$ cat src/design/dteq_pkg.sv
// ----------------------------------------------------------------------------
// dteq_pkg
// Shared types and constants of the deadline timer event queue.
// ----------------------------------------------------------------------------
package dteq_pkg;

  localparam int QUEUE_DEPTH = 16;
  localparam int ID_BITS     = 8;
  localparam int MAX_RESULTS = 16;
  localparam int IDX_W       = $clog2(QUEUE_DEPTH);
  localparam int CNT_W       = $clog2(QUEUE_DEPTH + 1);
  localparam int RCNT_W      = $clog2(MAX_RESULTS + 1);

  localparam logic [1:0] MODE_TICK   = 2'd0;
  localparam logic [1:0] MODE_SCHED  = 2'd1;
  localparam logic [1:0] MODE_CANCEL = 2'd2;

  localparam logic [2:0] ST_FIRED     = 3'd0;
  localparam logic [2:0] ST_ACCEPTED  = 3'd1;
  localparam logic [2:0] ST_FULL      = 3'd2;
  localparam logic [2:0] ST_PAST      = 3'd3;
  localparam logic [2:0] ST_CANCELLED = 3'd4;
  localparam logic [2:0] ST_NOT_FOUND = 3'd5;

  typedef struct packed {
    logic [1:0]  mode;
    logic [7:0]  event_id;
    logic [31:0] deadline;
  } req_t;

  typedef struct packed {
    logic [7:0] event_id_res;
    logic [2:0] status;
    logic       last;
  } res_t;

endpackage

$ cat src/design/dteq_req_if.sv
// ----------------------------------------------------------------------------
// dteq_req_if
// Request channel carrying mode, event id and deadline.
// ----------------------------------------------------------------------------
interface dteq_req_if;
  logic        valid;
  logic        ready;
  logic [1:0]  mode;
  logic [7:0]  event_id;
  logic [31:0] deadline;

  modport source (output valid, mode, event_id, deadline, input ready);
  modport sink   (input valid, mode, event_id, deadline, output ready);
endinterface

$ cat src/design/dteq_res_if.sv
// ----------------------------------------------------------------------------
// dteq_res_if
// Result channel carrying event id, status and last flag.
// ----------------------------------------------------------------------------
interface dteq_res_if;
  logic       valid;
  logic       ready;
  logic [7:0] event_id_res;
  logic [2:0] status;
  logic       last;

  modport source (output valid, event_id_res, status, last, input ready);
  modport sink   (input valid, event_id_res, status, last, output ready);
endinterface

$ cat src/design/dteq_front.sv
// ----------------------------------------------------------------------------
// dteq_front
// Accepts requests, masks the id, drops unused modes and queues the rest
// in a two-entry FIFO toward the back end.
// ----------------------------------------------------------------------------
module dteq_front (
  input  logic           clk,
  input  logic           rst,
  dteq_req_if.sink       req,
  output logic           q_valid,
  input  logic           q_ready,
  output dteq_pkg::req_t q_data
);
  import dteq_pkg::*;

  req_t       fifo [2];
  logic       wr_ptr;
  logic       rd_ptr;
  logic [1:0] count;
  logic       push;
  logic       pop;
  req_t       item;

  // Classify: keep only the low ID_BITS of the id.
  always_comb begin
    item.mode     = req.mode;
    item.event_id = req.event_id & 8'((1 << ID_BITS) - 1);
    item.deadline = req.deadline;
  end

  assign req.ready = (count != 2'd2);
  assign push      = req.valid && req.ready &&
                     (req.mode == MODE_TICK || req.mode == MODE_SCHED ||
                      req.mode == MODE_CANCEL);
  assign pop       = q_valid && q_ready;
  assign q_valid   = (count != 2'd0);
  assign q_data    = fifo[rd_ptr];

  // Queue storage.
  always_ff @(posedge clk) begin
    if (push) begin
      fifo[wr_ptr] <= item;
    end
  end

  // Queue pointers.
  always_ff @(posedge clk) begin
    if (rst) begin
      wr_ptr <= 1'b0;
      rd_ptr <= 1'b0;
      count  <= 2'd0;
    end else begin
      if (push) wr_ptr <= ~wr_ptr;
      if (pop)  rd_ptr <= ~rd_ptr;
      count <= count + 2'(push) - 2'(pop);
    end
  end

`ifndef NO_ASSERTIONS
  a_no_overflow: assert property (@(posedge clk) disable iff (rst)
    count == 2'd2 |-> !push) else $error("request queue overflow");
  a_pop_nonempty: assert property (@(posedge clk) disable iff (rst)
    pop |-> count != 2'd0) else $error("pop from empty queue");
  a_count_range: assert property (@(posedge clk) disable iff (rst)
    count != 2'd3) else $error("queue count out of range");
`endif
endmodule

$ cat src/design/dteq_back.sv
// ----------------------------------------------------------------------------
// dteq_back
// Sorted shifting slot chain with tick counter. Carries out one request at
// a time and issues results through an output register.
// ----------------------------------------------------------------------------
module dteq_back (
  input  logic           clk,
  input  logic           rst,
  input  logic           q_valid,
  output logic           q_ready,
  input  dteq_pkg::req_t q_data,
  dteq_res_if.source     res
);
  import dteq_pkg::*;

  localparam logic [1:0] S_IDLE = 2'd0;
  localparam logic [1:0] S_FIRE = 2'd1;
  localparam logic [1:0] S_OUT  = 2'd2;

  logic [1:0]        state;
  logic [31:0]       tick_count;
  logic [31:0]       slot_deadline [QUEUE_DEPTH];
  logic [7:0]        slot_id       [QUEUE_DEPTH];
  logic [CNT_W-1:0]  used;
  logic [RCNT_W-1:0] fired;
  res_t              out_reg;
  logic              out_valid;
  logic              out_free;

  logic [QUEUE_DEPTH-1:0] le_vec;
  logic [QUEUE_DEPTH-1:0] id_hit;
  logic [QUEUE_DEPTH-1:0] first_hit;
  logic [QUEUE_DEPTH-1:0] after_hit;
  logic                   any_hit;
  logic                   head_due;
  logic                   more_due;
  logic                   accept;

  assign out_free = !out_valid || res.ready;
  assign q_ready  = (state == S_IDLE) && out_free;
  assign accept   = q_valid && q_ready;

  // Per-slot compares for insertion point and cancel match.
  always_comb begin
    for (int i = 0; i < QUEUE_DEPTH; i++) begin
      le_vec[i] = (CNT_W'(i) < used) && (slot_deadline[i] <= q_data.deadline);
      id_hit[i] = (CNT_W'(i) < used) && (slot_id[i] == q_data.event_id);
    end
    first_hit = id_hit & (~id_hit + QUEUE_DEPTH'(1));
    after_hit = ~((first_hit - QUEUE_DEPTH'(1)) | first_hit);
    any_hit   = |id_hit;
  end

  assign head_due = (used != '0) && (slot_deadline[0] <= tick_count);
  assign more_due = (used > CNT_W'(1)) && (slot_deadline[1] <= tick_count);

  // Control sequencing.
  always_ff @(posedge clk) begin
    if (rst) begin
      state      <= S_IDLE;
      tick_count <= '0;
      used       <= '0;
      fired      <= '0;
      out_valid  <= 1'b0;
    end else begin
      if (res.valid && res.ready) out_valid <= 1'b0;
      case (state)
        S_IDLE: begin
          if (accept) begin
            case (q_data.mode)
              MODE_TICK: begin
                tick_count <= tick_count + 32'd1;
                fired      <= '0;
                state      <= S_FIRE;
              end
              MODE_SCHED: begin
                out_valid <= 1'b1;
                if (q_data.deadline > tick_count && used != CNT_W'(QUEUE_DEPTH)) begin
                  used <= used + CNT_W'(1);
                end
              end
              MODE_CANCEL: begin
                out_valid <= 1'b1;
                if (any_hit) used <= used - CNT_W'(1);
              end
              default: ;
            endcase
          end
        end
        S_FIRE: begin
          if (out_free) begin
            if (head_due) begin
              out_valid <= 1'b1;
              used      <= used - CNT_W'(1);
              fired     <= fired + RCNT_W'(1);
              if (!more_due || fired == RCNT_W'(MAX_RESULTS - 1)) state <= S_OUT;
            end else begin
              state <= S_IDLE;
            end
          end
        end
        S_OUT: begin
          state <= S_IDLE;
        end
        default: state <= S_IDLE;
      endcase
    end
  end

  // Slot chain and result payload.
  always_ff @(posedge clk) begin
    if (state == S_IDLE && accept && q_data.mode == MODE_SCHED) begin
      out_reg.event_id_res <= q_data.event_id;
      out_reg.last         <= 1'b1;
      if (q_data.deadline <= tick_count) begin
        out_reg.status <= ST_PAST;
      end else if (used == CNT_W'(QUEUE_DEPTH)) begin
        out_reg.status <= ST_FULL;
      end else begin
        out_reg.status <= ST_ACCEPTED;
        if (!le_vec[0]) begin
          slot_deadline[0] <= q_data.deadline;
          slot_id[0]       <= q_data.event_id;
        end
        for (int i = 1; i < QUEUE_DEPTH; i++) begin
          if (!le_vec[i]) begin
            if (le_vec[i-1]) begin
              slot_deadline[i] <= q_data.deadline;
              slot_id[i]       <= q_data.event_id;
            end else begin
              slot_deadline[i] <= slot_deadline[i-1];
              slot_id[i]       <= slot_id[i-1];
            end
          end
        end
      end
    end else if (state == S_IDLE && accept && q_data.mode == MODE_CANCEL) begin
      out_reg.event_id_res <= q_data.event_id;
      out_reg.last         <= 1'b1;
      out_reg.status       <= any_hit ? ST_CANCELLED : ST_NOT_FOUND;
      for (int i = 0; i < QUEUE_DEPTH - 1; i++) begin
        if (after_hit[i] || first_hit[i]) begin
          slot_deadline[i] <= slot_deadline[i+1];
          slot_id[i]       <= slot_id[i+1];
        end
      end
    end else if (state == S_FIRE && out_free && head_due) begin
      out_reg.event_id_res <= slot_id[0];
      out_reg.status       <= ST_FIRED;
      out_reg.last         <= !more_due || fired == RCNT_W'(MAX_RESULTS - 1);
      for (int i = 0; i < QUEUE_DEPTH - 1; i++) begin
        slot_deadline[i] <= slot_deadline[i+1];
        slot_id[i]       <= slot_id[i+1];
      end
    end
  end

  assign res.valid        = out_valid;
  assign res.event_id_res = out_reg.event_id_res;
  assign res.status       = out_reg.status;
  assign res.last         = out_reg.last;

`ifndef NO_ASSERTIONS
  a_used_range: assert property (@(posedge clk) disable iff (rst)
    used <= CNT_W'(QUEUE_DEPTH)) else $error("slot count out of range");
  a_fire_bound: assert property (@(posedge clk) disable iff (rst)
    state == S_FIRE |-> fired < RCNT_W'(MAX_RESULTS)) else $error("too many fires");
  a_one_hit: assert property (@(posedge clk) disable iff (rst)
    q_valid |-> $onehot0(first_hit)) else $error("cancel match not unique");
  a_tick_step: assert property (@(posedge clk) disable iff (rst)
    state == S_FIRE |=> $stable(tick_count)) else $error("tick moved while firing");
`endif
endmodule

$ cat src/design/deadline_timer_event_queue_top.sv
// A schedule or cancel result is registered in the output register when the back
// end accepts it; fired events of a tick are registered there in the fire state.
// Throughput: one schedule or cancel per cycle while the receiver is ready and
// no tick is firing; a tick holds the slot chain while up to 16 events fire.
// A two-entry request queue decouples acceptance from the slot chain.
// Synchronous active-high reset: tick count zero, table empty, queue empty.
// ----------------------------------------------------------------------------
// deadline_timer_event_queue_top
// Top level joining the request front end and the sorted slot back end.
// ----------------------------------------------------------------------------
module deadline_timer_event_queue_top (
  input  logic       clk,
  input  logic       rst,
  dteq_req_if.sink   req,
  dteq_res_if.source res
);
  import dteq_pkg::*;

  logic q_valid;
  logic q_ready;
  req_t q_data;

  dteq_front u_front (
    .clk     (clk),
    .rst     (rst),
    .req     (req),
    .q_valid (q_valid),
    .q_ready (q_ready),
    .q_data  (q_data)
  );

  dteq_back u_back (
    .clk     (clk),
    .rst     (rst),
    .q_valid (q_valid),
    .q_ready (q_ready),
    .q_data  (q_data),
    .res     (res)
  );
endmodule

$ cat src/flat_wrapper.sv
// flat-port wrapper written by rule: the top's interface ports become plain ports
module deadline_timer_event_queue_top_flat import dteq_pkg::*;
  (clk, rst, req_valid, req_mode, req_event_id, req_deadline, req_ready, res_valid, res_event_id_res, res_status, res_last, res_ready);
  dteq_req_if req_i ();
  dteq_res_if res_i ();
  input  logic clk;
  input  logic rst;
  input wire logic [$bits(req_i.valid)-1:0] req_valid;
  input wire logic [$bits(req_i.mode)-1:0] req_mode;
  input wire logic [$bits(req_i.event_id)-1:0] req_event_id;
  input wire logic [$bits(req_i.deadline)-1:0] req_deadline;
  output wire logic [$bits(req_i.ready)-1:0] req_ready;
  output wire logic [$bits(res_i.valid)-1:0] res_valid;
  output wire logic [$bits(res_i.event_id_res)-1:0] res_event_id_res;
  output wire logic [$bits(res_i.status)-1:0] res_status;
  output wire logic [$bits(res_i.last)-1:0] res_last;
  input wire logic [$bits(res_i.ready)-1:0] res_ready;
  assign req_i.valid = req_valid;
  assign req_i.mode = req_mode;
  assign req_i.event_id = req_event_id;
  assign req_i.deadline = req_deadline;
  assign req_ready = req_i.ready;
  assign res_valid = res_i.valid;
  assign res_event_id_res = res_i.event_id_res;
  assign res_status = res_i.status;
  assign res_last = res_i.last;
  assign res_i.ready = res_ready;
  deadline_timer_event_queue_top u_core (.clk(clk), .rst(rst), .req(req_i), .res(res_i));
endmodule
$ cat config.mk
export PLATFORM = sky130hd
export DESIGN_NAME = deadline_timer_event_queue_top_flat
export DESIGN_NICKNAME = d
export VERILOG_FILES = /design/src/design/dteq_pkg.sv /design/src/design/dteq_req_if.sv /design/src/design/dteq_res_if.sv /design/src/design/dteq_front.sv /design/src/design/dteq_back.sv /design/src/design/deadline_timer_event_queue_top.sv /design/src/flat_wrapper.sv
export SDC_FILE = /design/constraint.sdc
export NUM_CORES = 2
export LEC_CHECK = 0
export ABC_AREA = 1
export BUFFER_PORTS_ARGS = -buffer_cell sky130_fd_sc_hd__buf_2
export CELL_PAD_IN_SITES_DETAIL_PLACEMENT = 1
export CELL_PAD_IN_SITES_GLOBAL_PLACEMENT = 2
export CORE_MARGIN = 1.5
export CORE_UTILIZATION = 42
export DETAILED_ROUTE_END_ITERATION = 8
export GPL_TIMING_DRIVEN = 0
export PLACE_DENSITY = 0.93
export SETUP_SLACK_MARGIN = 0.15
export SYNTH_ARGS = -nofsm -noshare
export SYNTH_HDL_FRONTEND = slang
export SYNTH_SLANG_ARGS = --single-unit
$ cat constraint.sdc
create_clock -name clk -period 13.58 [get_ports clk]
set_input_delay 0.679 -clock clk [delete_from_list [all_inputs] [get_ports clk]]
set_output_delay 0.679 -clock clk [all_outputs]
set_load 0.1 [all_outputs]
==> results.txt <==
- After detailed routing, the met2 layer carries 115 mm of wire.
- Setup total negative slack on the finished layout was measured at 0 ns.
- In this run the number of H-tree levels came out at 3.
- Slew of the pin with the lowest slew margin: 1.42 ns
- CTS tree: yes
* I/O pin total: 60
- Total length of routed met3 wires: 19.1 mm
- Measured against its own limit, the worst slew margin works out to 4.37%.
- The final-report max-slew violation count is 0.
- The run finished with clean final reports.
- Clock-pin slew was measured on the worst setup and hold paths at 0.07 ns.
* Largest net degree at the start of global routing: 41
- CTS root buf: clkbuf_16
* Main area contributors after synthesis: edfxtp_1 (39%), nand2_1 (18%), ha_1 (14%)
* Cell Pwr Density: 235 mW/mm^2
* Synthesized netlist cell count: 7396
* Met1 Wirelength: 104 mm
- Synthesized flop and latch total: 786
* Area of the mapped netlist: 0.0573 sq mm
- Detailed-route via count: 55.8k
- Vias in the first global route: 57.2k
- At the end of the flow, the number of nets in the layout was 8268.
* Worst Setup Start Kind: register
- The core region is 0.135 sq mm.
* Worst path slowest cell: clkbuf_1
- Compared with the post-synthesis result, the final layout area differs by 12.1%.
- For this design, the sink count on the clock tree is 786.
- Count leader, synth: nand2_1
- The clock network accounts for 17.2% of the total power.
- Netlist cell types: 47
- In the final routed layout, each cell accounts on average for 27.2 um.
- TritonCTS buffer count: 97
- Worst setup path category: register to register
* Final period demand of the worst path: 8.97 ns
- During placement, the flow inserted port buffers numbering 59.
- Post-synth ARST share: 0%
- Peak per-stage delay on the critical path: 0.90 ns
- STA puts the critical path data required time at 14.00 ns.
- Die width: 372 um
- Switching fraction of total power: 49.8%
- Hold Slack: 0.132 ns
* # Post-CTS Setup Buffers: 0
* Proportion of netlist area held by the largest area contributor: 38.5%
* Ordered cell list for the critical path: buf_6, buf_2, clkbuf_1, o21ai_4, clkinv_1, ha_1, nand2_1, nor2_1, nand4_1, nor3b_1, nand2_1, nand2_1, nand3_1, nor2_4, clkbuf_1, clkbuf_1, nand4_1, nand4_1, buf_16, buf_8
- Global-route usage over all layers: 36.7%
- Vias per cell: 5.90
* Die Y-Extent: 372 um
* Worst-path fanout max: 15
- The number of hold violations in the final report was 0.
- Count of max-cap constraint violations: 0
* Share of the yosys chip area belonging to registers: 40.3%
* Fraction of the cycle the final worst path needs: 66.0%
- In this run the power spent charging and discharging nets is 0.00752 W.
* VDD IR-drop max: 0.147 mV
- Clock latency on the worst-skew pair, taken at its later pin, is 0.74 ns.
* Dominant synthesized flop cell: edfxtp_1
- Clock skew on the completed layout was measured at 0.0426 ns.
- Counting every net in the synthesized netlist gives 8062.
- Die area: 0.139 sq mm
- Data arrival time at the worst-slack endpoint: 9.39 ns
- Detailed-router iteration count before antenna repair: 6
- A synthesized cell averages 7.75 sq um.
- After clock tree synthesis, the repair step resized 0 gates.
- DRC viols: 0
* Cell internal power dissipation: 0.00759 W
- In this run, synthesis inferred 735 flip-flops with an integrated enable.
- Once the floorplan was initialized, standard cells occupied 42.3% of the core.
- Buffer levels on the longest clock path: 3
- Part of the total power dissipated in combinational logic: 54.7%
- The detail route stage leaves a number of antenna-violating nets equal to 0.
* Global-route wire length before repair: 372 mm
* Top metal layer carrying routed signals: met5
- Summed over all cells, the static leakage comes to 29.1 nW.
- Count of endpoints failing setup in the final report: 0
- The worst setup path is captured at a register.
- Sum of overflow across all layers after global routing: 0
- Top cells by instance count after synthesis: nand2_1 (2738), edfxtp_1 (735), ha_1 (620), nand3_1 (584), inv_1 (506)
- Hold-fix buffers, CTS: 0
- Setup repair after global routing missed its margin: false
- Max Clock Freq: 0.111 GHz
- Wires add up to 257 mm.
- Iteration-0 DRC Markers: 5202
- Number of antenna violations at the first check in global routing: 9
- Row generation in the floorplan step produced 135 rows.
* Yosys warning total: 0
* Hold Path Class: input port to register
* Last weighted congestion value of the routability-driven placer: 0.962
- The share of total power dissipated in sequential elements is 28.2%.
- Dpl hpwl: 205 mm
- The largest total area in the synthesized netlist belongs to edfxtp_1.
* Layout cells sized above 1: 6.29%
final timing paths:
check,cells past startpoint,endpoint,slack (ns),from
hold / removal,1,u_core.u_front.fifo[0][37],0.13,req_event_id[5]
setup reg to reg,20,u_core.u_back.slot_deadline[1][11],4.61,register
setup / recovery,20,u_core.u_back.slot_deadline[1][11],4.61,register
hold reg to reg,1,register,0.49,u_core.u_front.rd_ptr
power by group through the flow:
stage,Clock [W],Combinational [W],Sequential (W)
finish,0.00259,0.00826,0.00426
global route,0.00267,0.00903,0.00428
CTS,0.00260,0.00809,0.00423
detailed placement,0,0.00801,0.00427
global placement,0,0.00731,0.00428
floorplan,0,0.00475,0.00411
logic make-up after synthesis:
| family | Yosys count | synth area share (%) |
|---|---|---|
| AOI/OAI and AO/OA | 936 | 8.64 |
| xor gates and xnor gates | 58 | 0.887 |
| adders and majority gates | 620 | 13.5 |
| buffers and inverters | 896 | 6.30 |
| DFF | 786 | 40.3 |
| and+or+nand+nor | 4100 | 30.3 |
sequential cells by signal, summed over array words and instances (netlist names), named ones only:
register	flops
u_core.u_back.used	5
u_core.u_back.res.event_id_res	8
u_core.u_front.fifo	84
u_core.u_back.state	2
u_core.u_back.res.status	3
u_core.u_back.fired	5
u_core.u_back.slot_deadline	512
u_core.u_front.wr_ptr	1
u_core.u_back.tick_count	32
u_core.u_front.count	2
u_core.u_front.rd_ptr	1
u_core.u_back.res.last	1
u_core.u_back.slot_id	128
u_core.u_back.res.valid	1
cell type report:
type / instances / area (sq um)
Timing Repair Buffer: 107 / 1280
Buffer: 341 / 1520
Clock buffer: 119 / 2560
Clock inverter: 58 / 432
Multi-Input combinational cell: 5714 / 31000
Antenna cell: 1 / 2.50
Inverter: 555 / 2090
Fill cell: 16680 / 71300
Tap cell: 1781 / 2230
Sequential cell: 786 / 23100
layer usage:
metal	vias to the layer above	track usage [%]
li1	25441	-
met1	27298	46.1
met2	2364	58.2
met3	710	5.31
met4	4	25.4
met5	-	0
per-stage QoR:
step	util, %	total power, W	cell area (sq um)	worst slack [ns]	cells
6_report	47.4	0.0151	64200	4.61	9462
3_5_place_dp	45.2	0.0123	61200	4.99	9283
5_1_grt	47.4	0.0160	64200	4.57	9461
2_1_floorplan	-	0.00886	57300	7.47	7396
4_1_cts	47.4	0.0149	64200	4.97	9460
3_3_place_gp	44.2	0.0116	59800	0.302	9236
cells in the final DEF, fill, tap and decap left out, types with 8 or more instances in the layout:
master     count
buf_1          8
buf_6         15
o21a_1        29
buf_4         11
o211ai_1      26
xnor2_1        9
nand3_1      583
nor3_1        47
clkbuf_16     99
o21ai_1       53
inv_1        506
buf_16         8
a21oi_2        8
edfxtp_1     735
dfxtp_1       51
clkbuf_1     243
nor4_1        23
ha_1         620
nand2_1     2731
nor3b_1        9
or2_2         40
nor2_1       334
o21ai_4       31
a21oi_1      366
nand2_2       25
o21ai_0      381
inv_2         14
buf_12        35
xor2_1        49
nand4_1      162
clkinv_2      18
nand3b_1     126
clkinv_1      62
buf_2        145
worst max-delay path: cells and delay by family, from the launching register on:
family | cells | cell delay [ns]
buf+inv | 8 | 3.95
simple gates | 10 | 2.79
compound gates | 1 | 0.76
fa+ha+maj | 1 | 0.53
flops | 1 | 0.50
(Power assumes the default switching activity.)
